## src/keyframe_linear_interpolator_unit_assert.svh

```systemverilog
// assertion macros shared by the keyframe interpolator rtl
// expects signals clk and rst_n in the including module
`ifndef KEYFRAME_LINEAR_INTERPOLATOR_UNIT_ASSERT_SVH
`define KEYFRAME_LINEAR_INTERPOLATOR_UNIT_ASSERT_SVH

// same-cycle implication
`define KLI_ASSERT_IMP(lbl, ante, cons, msg) \
  lbl: assert property (@(posedge clk) disable iff (!rst_n) (ante) |-> (cons)) \
    else $error(msg);

// next-cycle implication
`define KLI_ASSERT_NXT(lbl, ante, cons, msg) \
  lbl: assert property (@(posedge clk) disable iff (!rst_n) (ante) |=> (cons)) \
    else $error(msg);

`endif

```

## src/klerp_ram.sv

```systemverilog
// generic single write port, single read port ram with registered read
// no dependencies
`timescale 1ns / 1ps
`default_nettype none

module klerp_ram #(
  parameter int unsigned WIDTH = 32,
  parameter int unsigned DEPTH = 64
) (
  input  wire logic                     clk,
  input  wire logic                     wr_en,
  input  wire logic [$clog2(DEPTH)-1:0] wr_addr,
  input  wire logic [WIDTH-1:0]         wr_data,
  input  wire logic [$clog2(DEPTH)-1:0] rd_addr,
  output logic      [WIDTH-1:0]         rd_data
);

  logic [WIDTH-1:0] mem [DEPTH];

  always_ff @(posedge clk) begin
    if (wr_en) begin
      mem[wr_addr] <= wr_data;
    end
    rd_data <= mem[rd_addr];
  end

endmodule

`default_nettype wire

```

## config.mk

```make
export PLATFORM = sky130hd
export DESIGN_NAME = klerp_ram
export DESIGN_NICKNAME = d
export VERILOG_FILES = /design/src/keyframe_linear_interpolator_unit_assert.svh /design/src/klerp_ram.sv
export SDC_FILE = /design/constraint.sdc
export NUM_CORES = 2
export LEC_CHECK = 0
export BUFFER_PORTS_ARGS = -buffer_cell sky130_fd_sc_hd__buf_2
export CAP_MARGIN = 10
export CORE_AREA = 2 2 385 349
export CTS_BUF_LIST = sky130_fd_sc_hd__clkbuf_4 sky130_fd_sc_hd__clkbuf_8
export DETAILED_ROUTE_END_ITERATION = 7
export DIE_AREA = 0 0 387 351
export PLACE_DENSITY = 0.76
export SLEW_MARGIN = 20
export SYNTH_ARGS = -nofsm -noshare
export SYNTH_HDL_FRONTEND = slang
export SYNTH_SLANG_ARGS = --single-unit
```

## constraint.sdc

```tcl
create_clock -name clk -period 4.2 [get_ports clk]
set_input_delay 0.42 -clock clk [delete_from_list [all_inputs] [get_ports clk]]
set_output_delay 0.42 -clock clk [all_outputs]
set_load 0.05 [all_outputs]
```

Yosys cells after proc, flatten, opt, wreduce, memory -nomap -nowiden
Memory sizes are Yosys's and may differ from the RTL's. A register that Yosys moved wholly into a read port is not among the register bits. Cells that the tools add are included.

Bits in registers: 0. Bits in writable memories: 2048. Bits of input ports: 46. Output and inout port bits: 32. Logic and storage cells: 3. Memories kept: 1.

Memory list: mem (depth 64, width 32, rd ports 1, clocked after Yosys merged registers in 1, write ports 1, line klerp_ram.sv:18) `logic [WIDTH-1:0] mem [DEPTH];`.

Mux-type cells: 2.

Operators by type and width (count): $mux W1 (2).

Depth between registers and ports, before layout
Word-level depth: 2. Mapped depth: 10.

Worst setup path after synthesis
OpenSTA, ideal clock, no wires.

Kind: input to register. From: in wr_addr[3]. To: mem mem[48][0], enable pin. Library setup time: 461 ps. Arrival time: 3119 ps. Data required time: 3739 ps. Setup slack: 620 ps. Stages on the path: 4. Buffers on the path: 1. Path through: clkbuf_1 -> nor2b_1 -> nand4b_1 -> nor3_1.

RTL lines: start, declared (line klerp_ram.sv:12) `input wire logic [$clog2(DEPTH)-1:0] wr_addr,`; end, declared (line klerp_ram.sv:18).

Straight into the memory's write port.

==> metrics.csv <==
stage,metric,value,unit
status,status,completed,
timing,report.final.slew_viol_count,0,
clocking,htree_levels,5,
timing,period_needed,2.74,ns
power_and_ir_drop,internal_power,0.0326,W
placement,place_inst,5129,
timing,max_freq,0.365,GHz
floorplanning,dieWidth,387,µm
synthesis,synthDistinctLibCells,34,
routing,drc,0,
timing,setup_viol,0,
timing,tns,0,ns
finish,fin_nets,3788,
clocking,numCtsBuffers,321,
timing,relSlewSlack,24.6,%
floorplanning,start_util,59.5,%
critical_path,arrival,3.53,ns
critical_path,cp-start-kind,input pin,
critical_path,crit_type,in2reg,
synthesis,yosys.area.top_type,edfxtp_1,
timing,rsz0062_at_grt,false,
synthesis,avgSynthCellArea,23.6,µm²
placement,routabilityCongestion,0.801,
global_routing,grt_pass1_wl,273000,µm
synthesis,synth.top_cell.area_share,78.3,%
floorplanning,io_pins,78,
placement,dpl-instance-area,82300,µm²
finish,area.growth.synth_to_final,13.2,%
timing,tightest_slew,1.13,ns
timing,finalCritPeriodShare,65.2,%
critical_path,crit_slowest_cell,a21oi_1,
floorplanning,core_area,132000,µm²
routing,routed_wl,191000,µm
power_and_ir_drop,netSwitchingFraction,21.7,%
synthesis,syn-cell-area,78500,µm²
finish,fin_area,88900,µm²
global_routing,grt_max_degree,84,
clocking,cts_root_buf,clkbuf_8,
global_routing,grt_util_all_layers,28.6,%
synthesis,yosys_warnings,0,
clocking,clk-insertion-delay-late,1.01,ns
floorplanning,die_h,351,µm
floorplanning,rows,127,
synthesis,ys_ff_latch,2080,
global_routing,overflow,0,
placement,dp_hpwl,106000,µm
routing,drt_iter0_drc,5310,
clocking,tritoncts,done,
synthesis,yosysSeqAreaShare,79.1,%
synthesis,synthesis.nets,3370,
critical_path,cpPeakStageDelay,0.89,ns
finish,fill_cells,7761,
synthesis,syn_inst,3324,
global_routing,grt_pass1_vias,38200,
critical_path,cp_max_fo,53,
clocking,clk_pin_slew,0.07,ns
clocking,cts_buffer_depth,4,
routing,dr.pass1.iters,5,
power_and_ir_drop,p_switching,0.00902,W
critical_path,crit_required,4.99,ns
critical_path,cp_cell_sequence,buf_8 -> buf_12 -> buf_4 -> mux4_2 -> o22ai_1 -> nor2_1 -> a21oi_1 -> nor2_1,
finish,drive_above_1_share,34.2,%
power_and_ir_drop,ir_worst_vdd,0.388,mV
timing,hold-worst-slack,0.0832,ns
global_routing,antenna_found_initial,17,
routing,ant_nets,0,
synthesis,synth_flop_cell,edfxtp_1,
placement,portBuffers,77,
synthesis,synth-edff-count,2048,
hold_path,worst_hold_path_type,in2reg,
power_and_ir_drop,power_leakage,28.1,nW
routing,wl_per_cell,33.4,µm
routing,via_per_inst,6.65,
power_and_ir_drop,powerDensity,469,nW/µm²
clocking,clock_sinks,2080,
power_and_ir_drop,combPwrFrac,5.4,%
critical_path,path_common_cell,nor2_1,
run,maxCapViolCount,0,
synthesis,async_flop_share,0,%
timing,finClkSkew,0.0671,ns
power_and_ir_drop,pwr-share-seq,55.5,%
critical_path,end_kind,flip-flop,
timing,finalHoldViolCount,0,
floorplanning,dieArea,136000,µm²
synthesis,synthTopCellsByArea,"edfxtp_1 78%, mux4_2 16%, mux2i_1 1.2%",
routing,vias,38100,
finish,layoutNonFillerInstCount,5725,
power_and_ir_drop,clockPowerShare,39.2,%
## power groups by stage
stage               registers (W)  clock network, W  logic, W
floorplan                  0.0236                 0   0.00112
finish                     0.0231            0.0163   0.00224
global placement           0.0235                 0   0.00215
detailed placement         0.0235                 0   0.00219
global route               0.0231            0.0174   0.00235
CTS                        0.0231            0.0164   0.00220
## cell families (layout without fill, tap and decap cells)
family | count (synthesis) | in the layout | share of synthesized area, %
compound gates | 202 | 202 | 1.67
simple gates | 223 | 223 | 1.27
other cells | 0 | 7 | 0
flops | 2080 | 2080 | 79.1
buf+inv | 182 | 835 | 1.13
mux | 637 | 637 | 16.8
## Yosys cell counts (25+ instances only)
master / n
a21oi_1: 62
buf_2: 57
buf_4: 25
clkbuf_1: 74
dfxtp_1: 32
edfxtp_1: 2048
mux2i_1: 93
mux4_2: 544
nand2_1: 26
nor2_1: 137
o221ai_1: 27
o22ai_1: 84
## metal layers
metal  GRT usage [%]  vias up  wire length (µm)
li1                -    15200                 -
met1            40.4    20100             70800
met2            45.8     2435             94000
met3            5.99      331             21500
met4            8.69        8              4830
met5               0        -                43
## cells in the final DEF (no fill, tap or decap), types with 4 or more instances in the layout
| master | netlist | routed |
|---|---|---|
| buf_2 | 57 | 46 |
| dfxtp_1 | 32 | 32 |
| a21oi_1 | 62 | 62 |
| clkinv_2 | 0 | 22 |
| nand3_1 | 5 | 5 |
| nand3b_1 | 5 | 5 |
| nor2b_1 | 15 | 15 |
| o22ai_1 | 84 | 84 |
| clkbuf_8 | 0 | 347 |
| a41o_1 | 4 | 4 |
| o32ai_1 | 4 | 4 |
| nor3_1 | 7 | 5 |
| mux2i_1 | 93 | 93 |
| a22oi_1 | 12 | 12 |
| nor2_4 | 0 | 62 |
| buf_12 | 0 | 27 |
| and3_1 | 4 | 4 |
| clkinvlp_4 | 0 | 6 |
| o221ai_1 | 27 | 27 |
| nand2b_1 | 8 | 7 |
| mux4_2 | 544 | 544 |
| clkbuf_4 | 0 | 119 |
| buf_4 | 25 | 171 |
| nand2_1 | 26 | 26 |
| nor2_1 | 137 | 75 |
| dlygate4sd3_1 | 0 | 29 |
| edfxtp_1 | 2048 | 2048 |
| clkinv_1 | 0 | 59 |
| diode_2 | 0 | 7 |
| a311oi_1 | 8 | 8 |
## final cells by class
| cell class | count | area (µm²) | share of cell area [%] |
|---|---|---|---|
| Antenna cell | 7 | 17.5 | 0.0197 |
| Clock buffer | 466 | 5670 | 6.38 |
| Clock inverter | 92 | 492 | 0.553 |
| Multi-Input combinational cell | 1062 | 16000 | 18.0 |
| Sequential cell | 2080 | 62100 | 69.9 |
| Tap cell | 1741 | 2180 | 2.45 |
| Timing Repair Buffer | 277 | 2400 | 2.70 |
## metrics by stage
step                utilization (%)  power [W]  setup WS (ns)
floorplan                         -     0.0247          0.620
global placement               62.3     0.0257          0.603
detailed placement             62.3     0.0257          0.512
CTS                            67.0     0.0418           1.54
global route                   67.3     0.0428           1.37
finish                         67.3     0.0416           1.46
## path summary, 6_finish.rpt
| check | startpoint | endpoint | slack [ns] | cells past startpoint |
|---|---|---|---|---|
| worst min-delay path | wr_data[10] | mem[59][10]$_DFFE_PP_ | 0.08 | 2 |
| worst max-delay path | rd_addr[0] | rd_data[1]$_DFF_P_ | 1.46 | 8 |
| worst min register to register | mem[12][17]$_DFFE_PP_ | rd_data[17]$_DFF_P_ | 0.78 | 4 |
| worst max register to register | mem[58][1]$_DFFE_PP_ | rd_data[1]$_DFF_P_ | 1.74 | 5 |
## sequential cells by signal, indices dropped and copies added, names as in the netlist
| signal | flops |
|---|---|
| rd_data | 32 |
| mem | 2048 |
## timing repair
item                      CTS  global route
gates resized for setup     0             0
buffers inserted            0             0
hold endpoints to repair    0           586
hold buffers                0            29
## worst max-delay path: cells and delay by family
family | cells | cell delay [ns]
simple gates | 2 | 0.21
mux | 1 | 0.59
compound gates | 2 | 1.09
buf+inv | 3 | 1.10
(Power assumes the default switching activity.)
