File: config.mk
export PLATFORM = sky130hd
export DESIGN_NAME = klerp_arith
export DESIGN_NICKNAME = d
export VERILOG_FILES = /design/src/keyframe_linear_interpolator_unit_assert.svh /design/src/klerp_pkg.sv /design/src/klerp_arith.sv
export SDC_FILE = /design/constraint.sdc
export NUM_CORES = 1
export LEC_CHECK = 0
export ABC_AREA = 1
export BUFFER_PORTS_ARGS = -buffer_cell sky130_fd_sc_hd__buf_2
export CAP_MARGIN = 15
export CORE_MARGIN = 2
export CORE_UTILIZATION = 50
export DETAILED_ROUTE_END_ITERATION = 6
export GPL_TIMING_DRIVEN = 0
export HOLD_SLACK_MARGIN = 0.12
export PLACE_DENSITY_LB_ADDON = 0.2
export SYNTH_ARGS = -nofsm -noshare
export SYNTH_HDL_FRONTEND = slang
export SYNTH_SLANG_ARGS = --single-unit
File: constraint.sdc
create_clock -name clk -period 4.25 [get_ports clk]
set_input_delay 0.2125 -clock clk [delete_from_list [all_inputs] [get_ports clk]]
set_output_delay 0.2125 -clock clk [all_outputs]
set_load 0.005 [all_outputs]
File: src/keyframe_linear_interpolator_unit_assert.svh
// assertion macros shared by the keyframe interpolator rtl
// expects signals clk and rst_n in the including module
`ifndef KEYFRAME_LINEAR_INTERPOLATOR_UNIT_ASSERT_SVH
`define KEYFRAME_LINEAR_INTERPOLATOR_UNIT_ASSERT_SVH

// same-cycle implication
`define KLI_ASSERT_IMP(lbl, ante, cons, msg) \
  lbl: assert property (@(posedge clk) disable iff (!rst_n) (ante) |-> (cons)) \
    else $error(msg);

// next-cycle implication
`define KLI_ASSERT_NXT(lbl, ante, cons, msg) \
  lbl: assert property (@(posedge clk) disable iff (!rst_n) (ante) |=> (cons)) \
    else $error(msg);

`endif

File: src/klerp_pkg.sv
// types and constants of the keyframe linear interpolator
// no dependencies
`timescale 1ns / 1ps
`default_nettype none

package klerp_pkg;

  typedef logic [2:0] op_t;

  localparam op_t OP_NONE     = 3'd0;
  localparam op_t OP_LOAD_DIV = 3'd1;
  localparam op_t OP_DIV_STEP = 3'd2;
  localparam op_t OP_LOAD_MUL = 3'd3;
  localparam op_t OP_MUL_STEP = 3'd4;
  localparam op_t OP_FINAL    = 3'd5;

  typedef struct packed {
    op_t  op;
    logic neg;
  } cmd_t;

  typedef logic [1:0] status_t;

  localparam status_t ST_INTERP = 2'd0;
  localparam status_t ST_SINGLE = 2'd1;
  localparam status_t ST_CLAMP  = 2'd2;

  localparam int unsigned VEC_W = 96;

endpackage

`default_nettype wire

File: src/klerp_arith.sv
// shared 34-bit add/subtract unit: bit-serial division, shift-add multiply, final add
// depends on klerp_pkg
`timescale 1ns / 1ps
`default_nettype none

module klerp_arith (
  input  wire logic            clk,
  input  wire klerp_pkg::cmd_t cmd,
  input  wire logic [31:0]     div_off,
  input  wire logic [31:0]     div_den,
  input  wire logic [31:0]     mul_f,
  input  wire logic [31:0]     mul_mag,
  input  wire logic [31:0]     fin_start,
  output logic      [31:0]     quot,
  output logic      [31:0]     result
);

  // hi holds the remainder or the upper product half, lo the quotient or multiplier
  logic [32:0] hi_r, hi_nxt;
  logic [31:0] lo_r, lo_nxt;
  logic [33:0] add_a, add_b, add_y;
  logic        add_sub;

  always_comb begin
    add_a   = '0;
    add_b   = '0;
    add_sub = 1'b0;
    case (cmd.op)
      klerp_pkg::OP_DIV_STEP: begin
        add_a   = {1'b0, hi_r[31:0], 1'b0};
        add_b   = {2'b00, div_den};
        add_sub = 1'b1;
      end
      klerp_pkg::OP_MUL_STEP: begin
        add_a = {1'b0, hi_r};
        add_b = lo_r[0] ? {2'b00, mul_mag} : 34'd0;
      end
      klerp_pkg::OP_FINAL: begin
        add_a   = {2'b00, fin_start};
        add_b   = {2'b00, hi_r[31:0]};
        add_sub = cmd.neg;
      end
      default: begin
        add_a = '0;
      end
    endcase
  end

  assign add_y = add_sub ? (add_a - add_b) : (add_a + add_b);

  always_comb begin
    hi_nxt = hi_r;
    lo_nxt = lo_r;
    case (cmd.op)
      klerp_pkg::OP_LOAD_DIV: begin
        hi_nxt = {1'b0, div_off};
        lo_nxt = '0;
      end
      klerp_pkg::OP_DIV_STEP: begin
        // restoring step: keep the difference when no borrow
        if (!add_y[33]) begin
          hi_nxt = add_y[32:0];
        end else begin
          hi_nxt = {hi_r[31:0], 1'b0};
        end
        lo_nxt = {lo_r[30:0], ~add_y[33]};
      end
      klerp_pkg::OP_LOAD_MUL: begin
        hi_nxt = '0;
        lo_nxt = mul_f;
      end
      klerp_pkg::OP_MUL_STEP: begin
        hi_nxt = {1'b0, add_y[32:1]};
        lo_nxt = {add_y[0], lo_r[31:1]};
      end
      default: begin
        hi_nxt = hi_r;
      end
    endcase
  end

  always_ff @(posedge clk) begin
    hi_r <= hi_nxt;
    lo_r <= lo_nxt;
  end

  assign quot   = lo_r;
  assign result = add_y[31:0];

endmodule

`default_nettype wire
# == Yosys cells after proc, flatten, opt, wreduce, memory -nomap -nowiden ==
# Cells that the tools add are included.
# word_totals
regBits,65
in_bits,165
out_inout_bits,64
word_cells,19
# op_classes
add_sub_neg,2
eq_ne,5
muxes,8
bitwise_logic,1
n_reduce_logical,1
# ops
cell,count
one-hot mux 33 bit (4 select lines),1
one-hot mux 32 bit (4 select lines),1
one-hot mux 33 bit (3 select lines),1
one-hot mux 32 bit (3 select lines),1
adder 34 bit,1
2-to-1 mux 34 bit,1
subtractor 34 bit,1
2-to-1 mux 33 bit,1
2-to-1 mux 32 bit,1
"== test 3 x 2 -> 1 bit, second input constant",2
"== test 3 bit, second input constant",2
nonzero test 4 bit,1
"== test 3 x 1 -> 1 bit, second input constant",1
one-hot mux 1 bit (2 select lines),1
NOT 1 bit,1

# == Depth between registers and ports, before layout ==
# Gate-level depths: netlist of the first run.
# depth
depth_word,6
mapped_depth,30
mapped_depth_nobuf,28

# == Worst setup path before layout of the first run ==
# OpenSTA, ideal clock, no wires.
# synth_path
path_kind,reg-to-reg
start,"register lo_r[0], in the netlist quot[0]"
end,"register hi_r[29], data pin"
setup_time_ps,259
arrival_time_ps,3600
required_ps,3991
path_slack_ps,391
stages_incl_launch_ff,25
path_buffers,3
period_less_slack_ps,3859
path_cell_list,edfxtp_1 > clkbuf_1 > buf_2 > nand4_1 > nand2_1 > nor2_4 > ha_1 > nand4_1 > nor2_2 > nand4_1 > o21ai_1 > xor2_1 > ha_1 > nand2_1 > nor2_1 > nand2_1 > nor4_1 > nand2_1 > nand2_1 > inv_1 > nand3_2 > buf_2 > nand3_1 > nand3_1 > nand3_1
# synth_via
elab_chain_len,6
word_cells_on_any_way,7
cone_classes,add/sub (2); mux (5)
# synth_lines
element,line,text
"start, declared",klerp_arith.sv:20,"logic [31:0] lo_r, lo_nxt;"
"start signal, assigned",klerp_arith.sv:84,lo_r <= lo_nxt;
2-to-1 mux 32 bit *,klerp_arith.sv:36,"add_b = lo_r[0] ? {2'b00, mul_mag} : 34'd0;"
one-hot mux 32 bit (3 select lines) *,klerp_arith.sv:28,case (cmd.op)
adder 34 bit / subtractor 34 bit (equally long branches),klerp_arith.sv:49,assign add_y = add_sub ? (add_a - add_b) : (add_a + add_b);
2-to-1 mux 34 bit *,klerp_arith.sv:49,
2-to-1 mux 33 bit,klerp_arith.sv:61,if (!add_y[33]) begin
one-hot mux 33 bit (4 select lines) *,klerp_arith.sv:54,case (cmd.op)
via hi_nxt[29],klerp_arith.sv:19,"logic [32:0] hi_r, hi_nxt;"
"end signal, assigned",klerp_arith.sv:83,hi_r <= hi_nxt;
"end, declared",klerp_arith.sv:19,
# The timed path passes the listed nets; every way through them passes the cells marked *.
# A chain may end at the register's enable or synchronous reset.

# == Final worst setup path of the first run ==
# layout_path
start,"register lo_r[0], in the netlist quot[0]"
end,"register hi_r[7], data pin"
# Same word-level chain as after synthesis.

==> results of run 1 <==
-- per-stage QoR --
stage	util (%)	hold WS, ns
after floorplan	-	0.411
after global placement	59.4	0.497
after detailed placement	59.6	0.499
after CTS	64.4	0.134
after global routing	75.3	0.147
final	75.3	0.136
-- report_power, final --
part / internal, µW / switching [µW] / leakage [µW]
Combinational: 948 / 1480 / 0.00526
Sequential: 800 / 62.8 / 0.000647
Clock: 467 / 346 / 0.000154
Total: 2210 / 1890 / 0.00606
-- cells by family (layout without fill, tap and decap cells) --
family	count (synthesis)	count (layout)	share of synthesized area, %
flip-flops	65	65	23.2
buffers and inverters	241	536	12.3
AO/OA/AOI/OAI	161	161	12.9
adder cells (fa/ha/maj)	35	35	5.29
AND/OR/NAND/NOR	732	732	41.8
XOR/XNOR	44	44	4.58
-- per-layer routing --
metal	global-route usage, %	share of wire [%]	vias up
met2	57.3	44	651
met3	11.2	11	100
met5	0	0	-
li1	-	-	4901
met4	15.8	4.2	0
met1	50.5	41	4974
-- registers in the layout (all words and copies together) (netlist names) --
| name | flops |
|---|---|
| quot | 32 |
| hi_r | 33 |
-- worst register-to-register path, delay by kind of cell (launching register included) --
family | cells | cell delay, ns
AND/OR/NAND/NOR | 16 | 1.97
buffers and inverters | 6 | 0.80
flip-flops | 1 | 0.55
adder cells (fa/ha/maj) | 2 | 0.47
AO/OA/AOI/OAI | 1 | 0.27
XOR/XNOR | 1 | 0.14
-- placed cells by master, fill, tap and decap left out, drive strengths merged, types with 5 or more instances in the layout --
cell type and count:
nor3 6, nor4 7, ha 34, nor2 109, o21ai 36, edfxtp 65
inv 180, o221ai 55, o21bai 5, xor2 29, nand4 38, buf 311
o211ai 10, nand3b 17, xnor2 15, nand3 187, a21oi 41, nand2 365
a21o 5, clkbuf 40
-- cell type report --
| cell class | instances | area, µm² | area share (%) |
|---|---|---|---|
| well taps | 220 | 275 | 2.21 |
| clock buffers | 9 | 225 | 1.81 |
| flip-flops and latches | 65 | 1950 | 15.7 |
| clock inverters | 7 | 87.6 | 0.703 |
| multi-input cells | 972 | 7130 | 57.2 |
| inverters | 178 | 678 | 5.45 |
| repair buffers | 280 | 1670 | 13.4 |
| plain buffers | 62 | 433 | 3.48 |
-- how the worst max path moves through the flow --
stage            start          to  slack (ns)  cells after the start
3_5_place_dp   quot[0]     hi_r[8]       -0.87                     26
4_1_cts        quot[0]  result[30]       -0.02                     23
2_1_floorplan  quot[0]    hi_r[29]        0.39                     24
5_1_grt        quot[0]    hi_r[19]       -0.34                     27
6_report       quot[0]     hi_r[7]       -0.18                     26
3_3_place_gp   quot[0]     hi_r[5]       -0.82                     26
-- what timing repair did --
item,in CTS,in global routing
gates resized for setup,93,333
endpoints found under the setup margin,54,57
pin swaps,35,114
buffers inserted,19,32
gates cloned,0,3
==> impl_results.md, run 1 <==
* P_leak at 0.00606 µW
* Worst path arrival time at 4.54 ns
* Total of fill cells in the finished design at 1270
* Number of enable flip-flop cells after synthesis at 65
* Hold Vio Cnt, Final at 0
* Setup slack on the worst flop-to-flop path at -0.18 ns
* Dominant cell type by area after synthesis: sky130_fd_sc_hd__edfxtp_1
* Crit share post-route at 104%
* Wire length of the first global-routing pass at 51700 µm
* Number of levels the H-tree was split into at 3
* DRC marker count from the first detailed-route iteration at 931
* Count of state elements after synthesis at 65
* Flip-flop cell with the highest count after synthesis: sky130_fd_sc_hd__edfxtp_1
* Worst hold endpoint: quot[15]
* Hold buffer count at cts at 0
* Number of cell instances on the worst register-to-register path at 26
* Register area share after synthesis at 23.2%
* Maximum number of pins on one net before global-route repair at 40
* Number of vias after detailed routing at 10600
* PnR worst setup slack at -0.182 ns
* Final setup violation count at 39
* Cell with the most instances after synthesis: sky130_fd_sc_hd__nand2_1
* Cell with the most instances on the worst path: sky130_fd_sc_hd__nand3_2
* P per Cell Area at 329 mW/mm²
* Outcome: finished with violations
* Worst hold path startpoint: mul_f[15]
* Min-Delay Path Class: input pin to register
* Nets@finish at 1768
* Layout area overhead at 47.9%
* Net count of the mapped netlist at 1478
* Worst setup path class: register to register
* Fmax at 226 MHz
* Root Buffer: sky130_fd_sc_hd__clkbuf_16
* Kind of capture point of the worst setup path: register
* Required time at the endpoint of the critical path at 4.35 ns
* DRC violation count after routing at 0
* Post-DP HPWL at 27300 µm
* Starting utilization of the core area at 51.0%
* Cell Rows at 47
* Overall power consumption at 4100 µW
* Port Buf Inserts at 225
* Placement-stage cell area at 0.00985 mm²
* Max capacitance violation total at 0
* Clock tree from TritonCTS: yes
* Post-Synthesis Cell Area at 0.00842 mm²
* # diodes at 0
* Drt via density at 5.93
* FFs w/ async S/R, synth at 0%
* Reg2Reg Capture Point: hi_r[7]
* Unrepaired setup endpoints after global routing: yes
* Top cell family by delay on the critical path: simple AND/OR/NAND/NOR gates
* Slew of the pin with the lowest slew margin at 1.25 ns
* Number of buffers and inverters on the critical path at 6
* Number of global-route vias before repair at 9621
* Maximum net fanout on the critical path at 7
* Number of antenna-violating nets in the routed design at 0
* Number of sinks handled by clock tree synthesis at 65
* Skew final at 0.00670 ns
* Die boundary width at 134 µm
* Layout Cells excl Fill at 1793
* DP Worst Slack at -0.871 ns
* Crit path launch type: register
* Boundary Pins at 229
* Cell variety after synth at 45
* Number of iterations in the first detailed-routing pass at 7
* Per-cell routed wire length at 20.7 µm
* Inserted Clock Buffers at 9
* Average size of a mapped cell at 6.59 µm²
* Worst reg2reg startpoint: quot[0]
* Failing checks: setup timing
* Fraction of synthesized cell area taken by the top area cell type at 23.2%
* Total Wirelength at 37000 µm
* Synth cell count leaders: sky130_fd_sc_hd__nand2_1, sky130_fd_sc_hd__inv_1, sky130_fd_sc_hd__nand3_1
* Die height at 134 µm
* Ratio of cells with drive above 1 in the final layout at 43.4%
* Antenna violations before repair at 0
* Slowest CP cell: sky130_fd_sc_hd__edfxtp_1
* Sum of overflow across all layers after global routing at 0
* Area of the die at 0.0179 mm²
* Post-route minimum period at 4.43 ns
* Longest individual stage delay on the worst path at 0.55 ns
* Core region area at 0.0165 mm²
* Top post-synthesis cells by area: sky130_fd_sc_hd__edfxtp_1, sky130_fd_sc_hd__nand2_1, sky130_fd_sc_hd__nand3_1
* Max-slew violation total from the final report at 0
* Clock latency on the worst-skew pair at 0.35 ns
* Synth warn at 0
* Worst slew margin relative to its limit at 16.0%
* Cell depth of the worst min-delay path at 3
* Post-layout instance area at 0.0125 mm²
* Dpl cells at 1724
* Global-route usage over all layers at 37.9%
* Worst vdd rail ir drop at 0.000286 V
* Max Root-Sink Buffers at 2
* Gate count of the mapped netlist at 1278
* Clock transition at the register clock pins on the worst setup and hold paths after CTS at 0.07 ns
* Total Negative Setup Slacks at -4.27 ns
* GP Congestion at 0.977
Note: power is estimated with default switching activity, not from simulation.
==> run 2, diff against run 1 <==
--- a/config.mk
+++ b/config.mk
@@ -9,7 +9,7 @@
 export BUFFER_PORTS_ARGS = -buffer_cell sky130_fd_sc_hd__buf_2
 export CAP_MARGIN = 15
 export CORE_MARGIN = 2
-export CORE_UTILIZATION = 50
+export CORE_UTILIZATION = 53
 export DETAILED_ROUTE_END_ITERATION = 6
 export GPL_TIMING_DRIVEN = 0
 export HOLD_SLACK_MARGIN = 0.12
==> constraint.sdc (replaced) <==
create_clock -name clk -period 4.82 [get_ports clk]
set_input_delay 0.241 -clock clk [delete_from_list [all_inputs] [get_ports clk]]
set_output_delay 0.241 -clock clk [all_outputs]
set_load 0.005 [all_outputs]
==> impl_results.md, run 2 (same netlist as run 1, synthesis figures left out) <==
* Internal Power at 1680 µW (was 2210 µW)
* Longest individual stage delay on the worst path at 0.55 ns (about the same)
* Post-DP HPWL at 27100 µm (was 27300 µm)
* Number of levels the H-tree was split into at 3 (unchanged)
* Per-cell routed wire length at 19.2 µm (was 20.7 µm)
* Share of total power consumed by net switching at 44.8% (was 46.0%)
* DRC violation count after routing at 0 (unchanged)
* Fmax at 212 MHz
* Required time at the endpoint of the critical path at 4.58 ns (was 4.35 ns)
* Skew final at 0.0108 ns (was 0.00670 ns)
* Kind of capture point of the worst setup path: output pin (was register)
* Maximum net fanout on the critical path at 10 (was 7)
* Slowest CP cell: sky130_fd_sc_hd__edfxtp_1 (unchanged)
* Max capacitance violation total at 0 (unchanged)
* Final core area utilization at 65.9% (was 75.3%)
* Worst vdd rail ir drop at 0.000275 V (was 0.000286 V)
* Number of global-route vias before repair at 9076 (was 9621)
* Placement-stage cell area at 0.00985 mm² (about the same)
* P per Cell Area at 294 mW/mm² (was 329 mW/mm²)
* Chain of cells forming the critical path: buf_2, nand4_1, nand2_1, nor2_4, ha_1, nand4_1, buf_4, nor3_4, nor2_1, a21oi_2, xor2_2, ha_1, a21oi_2, o21ai_0, inv_1, nand2_1, a21oi_1, nand2_1, xnor2_1, inv_1, buf_2
* Overall power consumption at 3050 µW (was 4100 µW)
* Core region area at 0.0157 mm² (was 0.0165 mm²)
* Antenna violations before repair at 1 (was 0)
* Drt via density at 5.81 (was 5.93)
* Flip-flop count of the largest register after layout at 33 (unchanged)
* Boundary Pins at 229 (unchanged)
* Cell depth of the worst min-delay path at 3 (unchanged)
* Clock latency on the worst-skew pair at 0.35 ns (about the same)
* Number of cell instances on the worst register-to-register path at 24 (was 26)
* Ratio of cells with drive above 1 in the final layout at 24.6% (was 43.4%)
* Max-slew violation total from the final report at 0 (unchanged)
* Min-Delay Path Class: input pin to register (unchanged)
* Hold Vio Cnt, Final at 0 (unchanged)
* Portion of total power attributed to combinational logic at 52.0% (was 59.1%)
* DRC marker count from the first detailed-route iteration at 921 (was 931)
* Number of vias after detailed routing at 10100 (was 10600)
* Worst setup path class: register to output pin (was register to register)
* Layout area overhead at 23.0% (was 47.9%)
* Most frequent cells in the layout: sky130_fd_sc_hd__nand2_1, sky130_fd_sc_hd__buf_2, sky130_fd_sc_hd__inv_1 (unchanged)
* Cell with the most instances on the worst path: sky130_fd_sc_hd__nand2_1 (was sky130_fd_sc_hd__nand3_2)
* Proportion of power drawn by the clock network at 23.0% (was 19.8%)
* Total Wirelength at 33500 µm (was 37000 µm)
* Final setup violation count at 0 (was 39)
* Post-layout instance area at 0.0104 mm² (was 0.0125 mm²)
* Starting utilization of the core area at 53.6% (was 51.0%)
* Sum of overflow across all layers after global routing at 0 (unchanged)
* Cell Rows at 46 (was 47)
* GRT met3 Usage at 7.67% (was 11.2%)
* Post-route minimum period at 4.72 ns
* Met2 track utilization from global routing at 59.1% (was 57.3%)
* Crit path launch type: register (unchanged)
* Most utilized layer in the global route result: met2 (unchanged)
* Nets@finish at 1723 (was 1768)
* Number of sinks handled by clock tree synthesis at 65 (unchanged)
* Maximum number of pins on one net before global-route repair at 46 (was 40)
* P_leak at 0.00527 µW (was 0.00606 µW)
* Total Negative Setup Slacks at 0 ns (was -4.27 ns)
* Register containing the most flip-flops in the final layout: hi_r (unchanged)
* Area of the die at 0.0169 mm² (was 0.0179 mm²)
* Die boundary width at 130 µm (was 134 µm)
* # diodes at 0 (unchanged)
* Sequential fraction of design power at 24.9% (was 21.0%)
* Root Buffer: sky130_fd_sc_hd__clkbuf_16 (unchanged)
* Crit share post-route at 97.9%
* GP Congestion at 0.981 (was 0.977)
* Clock tree from TritonCTS: yes (unchanged)
* Inserted Clock Buffers at 9 (unchanged)
* Die height at 130 µm (was 134 µm)
* Port Buf Inserts at 225 (unchanged)
* Slew of the pin with the lowest slew margin at 0.934 ns (was 1.25 ns)
* Number of antenna-violating nets in the routed design at 0 (unchanged)
* Worst slew margin relative to its limit at 37.8% (was 16.0%)
* Number of iterations in the first detailed-routing pass at 5 (was 7)
* Global-route usage over all layers at 38.4% (was 37.9%)
* Wire length of the first global-routing pass at 48700 µm (was 51700 µm)
* Outcome: finished clean (was finished with violations)
* Met1 track utilization from global routing at 54.0% (was 50.5%)
* Most common cell after layout, fill and taps aside: sky130_fd_sc_hd__nand2_1 (unchanged)
* Switching power of the nets at 1360 µW (was 1890 µW)
* Max Root-Sink Buffers at 2 (unchanged)
* Clock transition at the register clock pins on the worst setup and hold paths after CTS at 0.07 ns (about the same)
* Worst path arrival time at 4.48 ns (was 4.54 ns)
run 2: cell type report:
type	count	area, µm²
fillers	1506	5360
clock inverters	7	85.1
clock buffers	9	225
plain buffers	62	377
repair buffers	235	1210
inverters	178	671
flip-flops and latches	65	1950
multi-input cells	972	5570
well taps	216	270
run 2: routing by layer:
metal	vias to the layer above	routed length, µm
met2	640	14500
li1	4814	-
met4	2	946
met3	73	3950
met1	4609	14100
met5	-	11
run 2: final timing paths:
kind	to	slack, ns	start
setup / recovery	result[19]	0.10	quot[0]
hold / removal	quot[4]	0.17	mul_f[4]
setup reg to reg	hi_r[7]	0.11	quot[0]
hold reg to reg	quot[21]	0.63	quot[20]
run 2: power by group through the flow:
stage,combinational [µW],clock (µW),sequential (µW)
2_1_floorplan,966,0,743
3_3_place_gp,1470,0,769
3_5_place_dp,1480,0,763
4_1_cts,1510,703,753
5_1_grt,1720,720,760
6_report,1590,702,759
run 2: stage by stage:
stage / setup slack (ns) / hold WS (ns) / std cells
after detailed placement: -0.268 / 0.530 / 1720
after CTS: -0.0226 / 0.165 / 1738
final: 0.102 / 0.174 / 1744
after global placement: -0.274 / 0.523 / 1719
after floorplan: 0.961 / 0.440 / 1278
after global routing: -0.0375 / 0.177 / 1744
run 2: critical path, delay by kind of cell, from the launching register on:
family                   cells  cell delay [ns]
AO/OA/AOI/OAI                4             0.64
XOR/XNOR                     2             0.52
adder cells (fa/ha/maj)      2             0.53
buffers and inverters        5             0.80
flip-flops                   1             0.55
AND/OR/NAND/NOR              8             1.09
run 2: timing repair:
| item | CTS | global route |
|---|---|---|
| pin swaps | 3 | 9 |
| hold buffers | 0 | 0 |
| resized for setup | 17 | 25 |
| cloned | 0 | 0 |
| setup endpoints to repair | 40 | 52 |
| setup buffers | 2 | 6 |
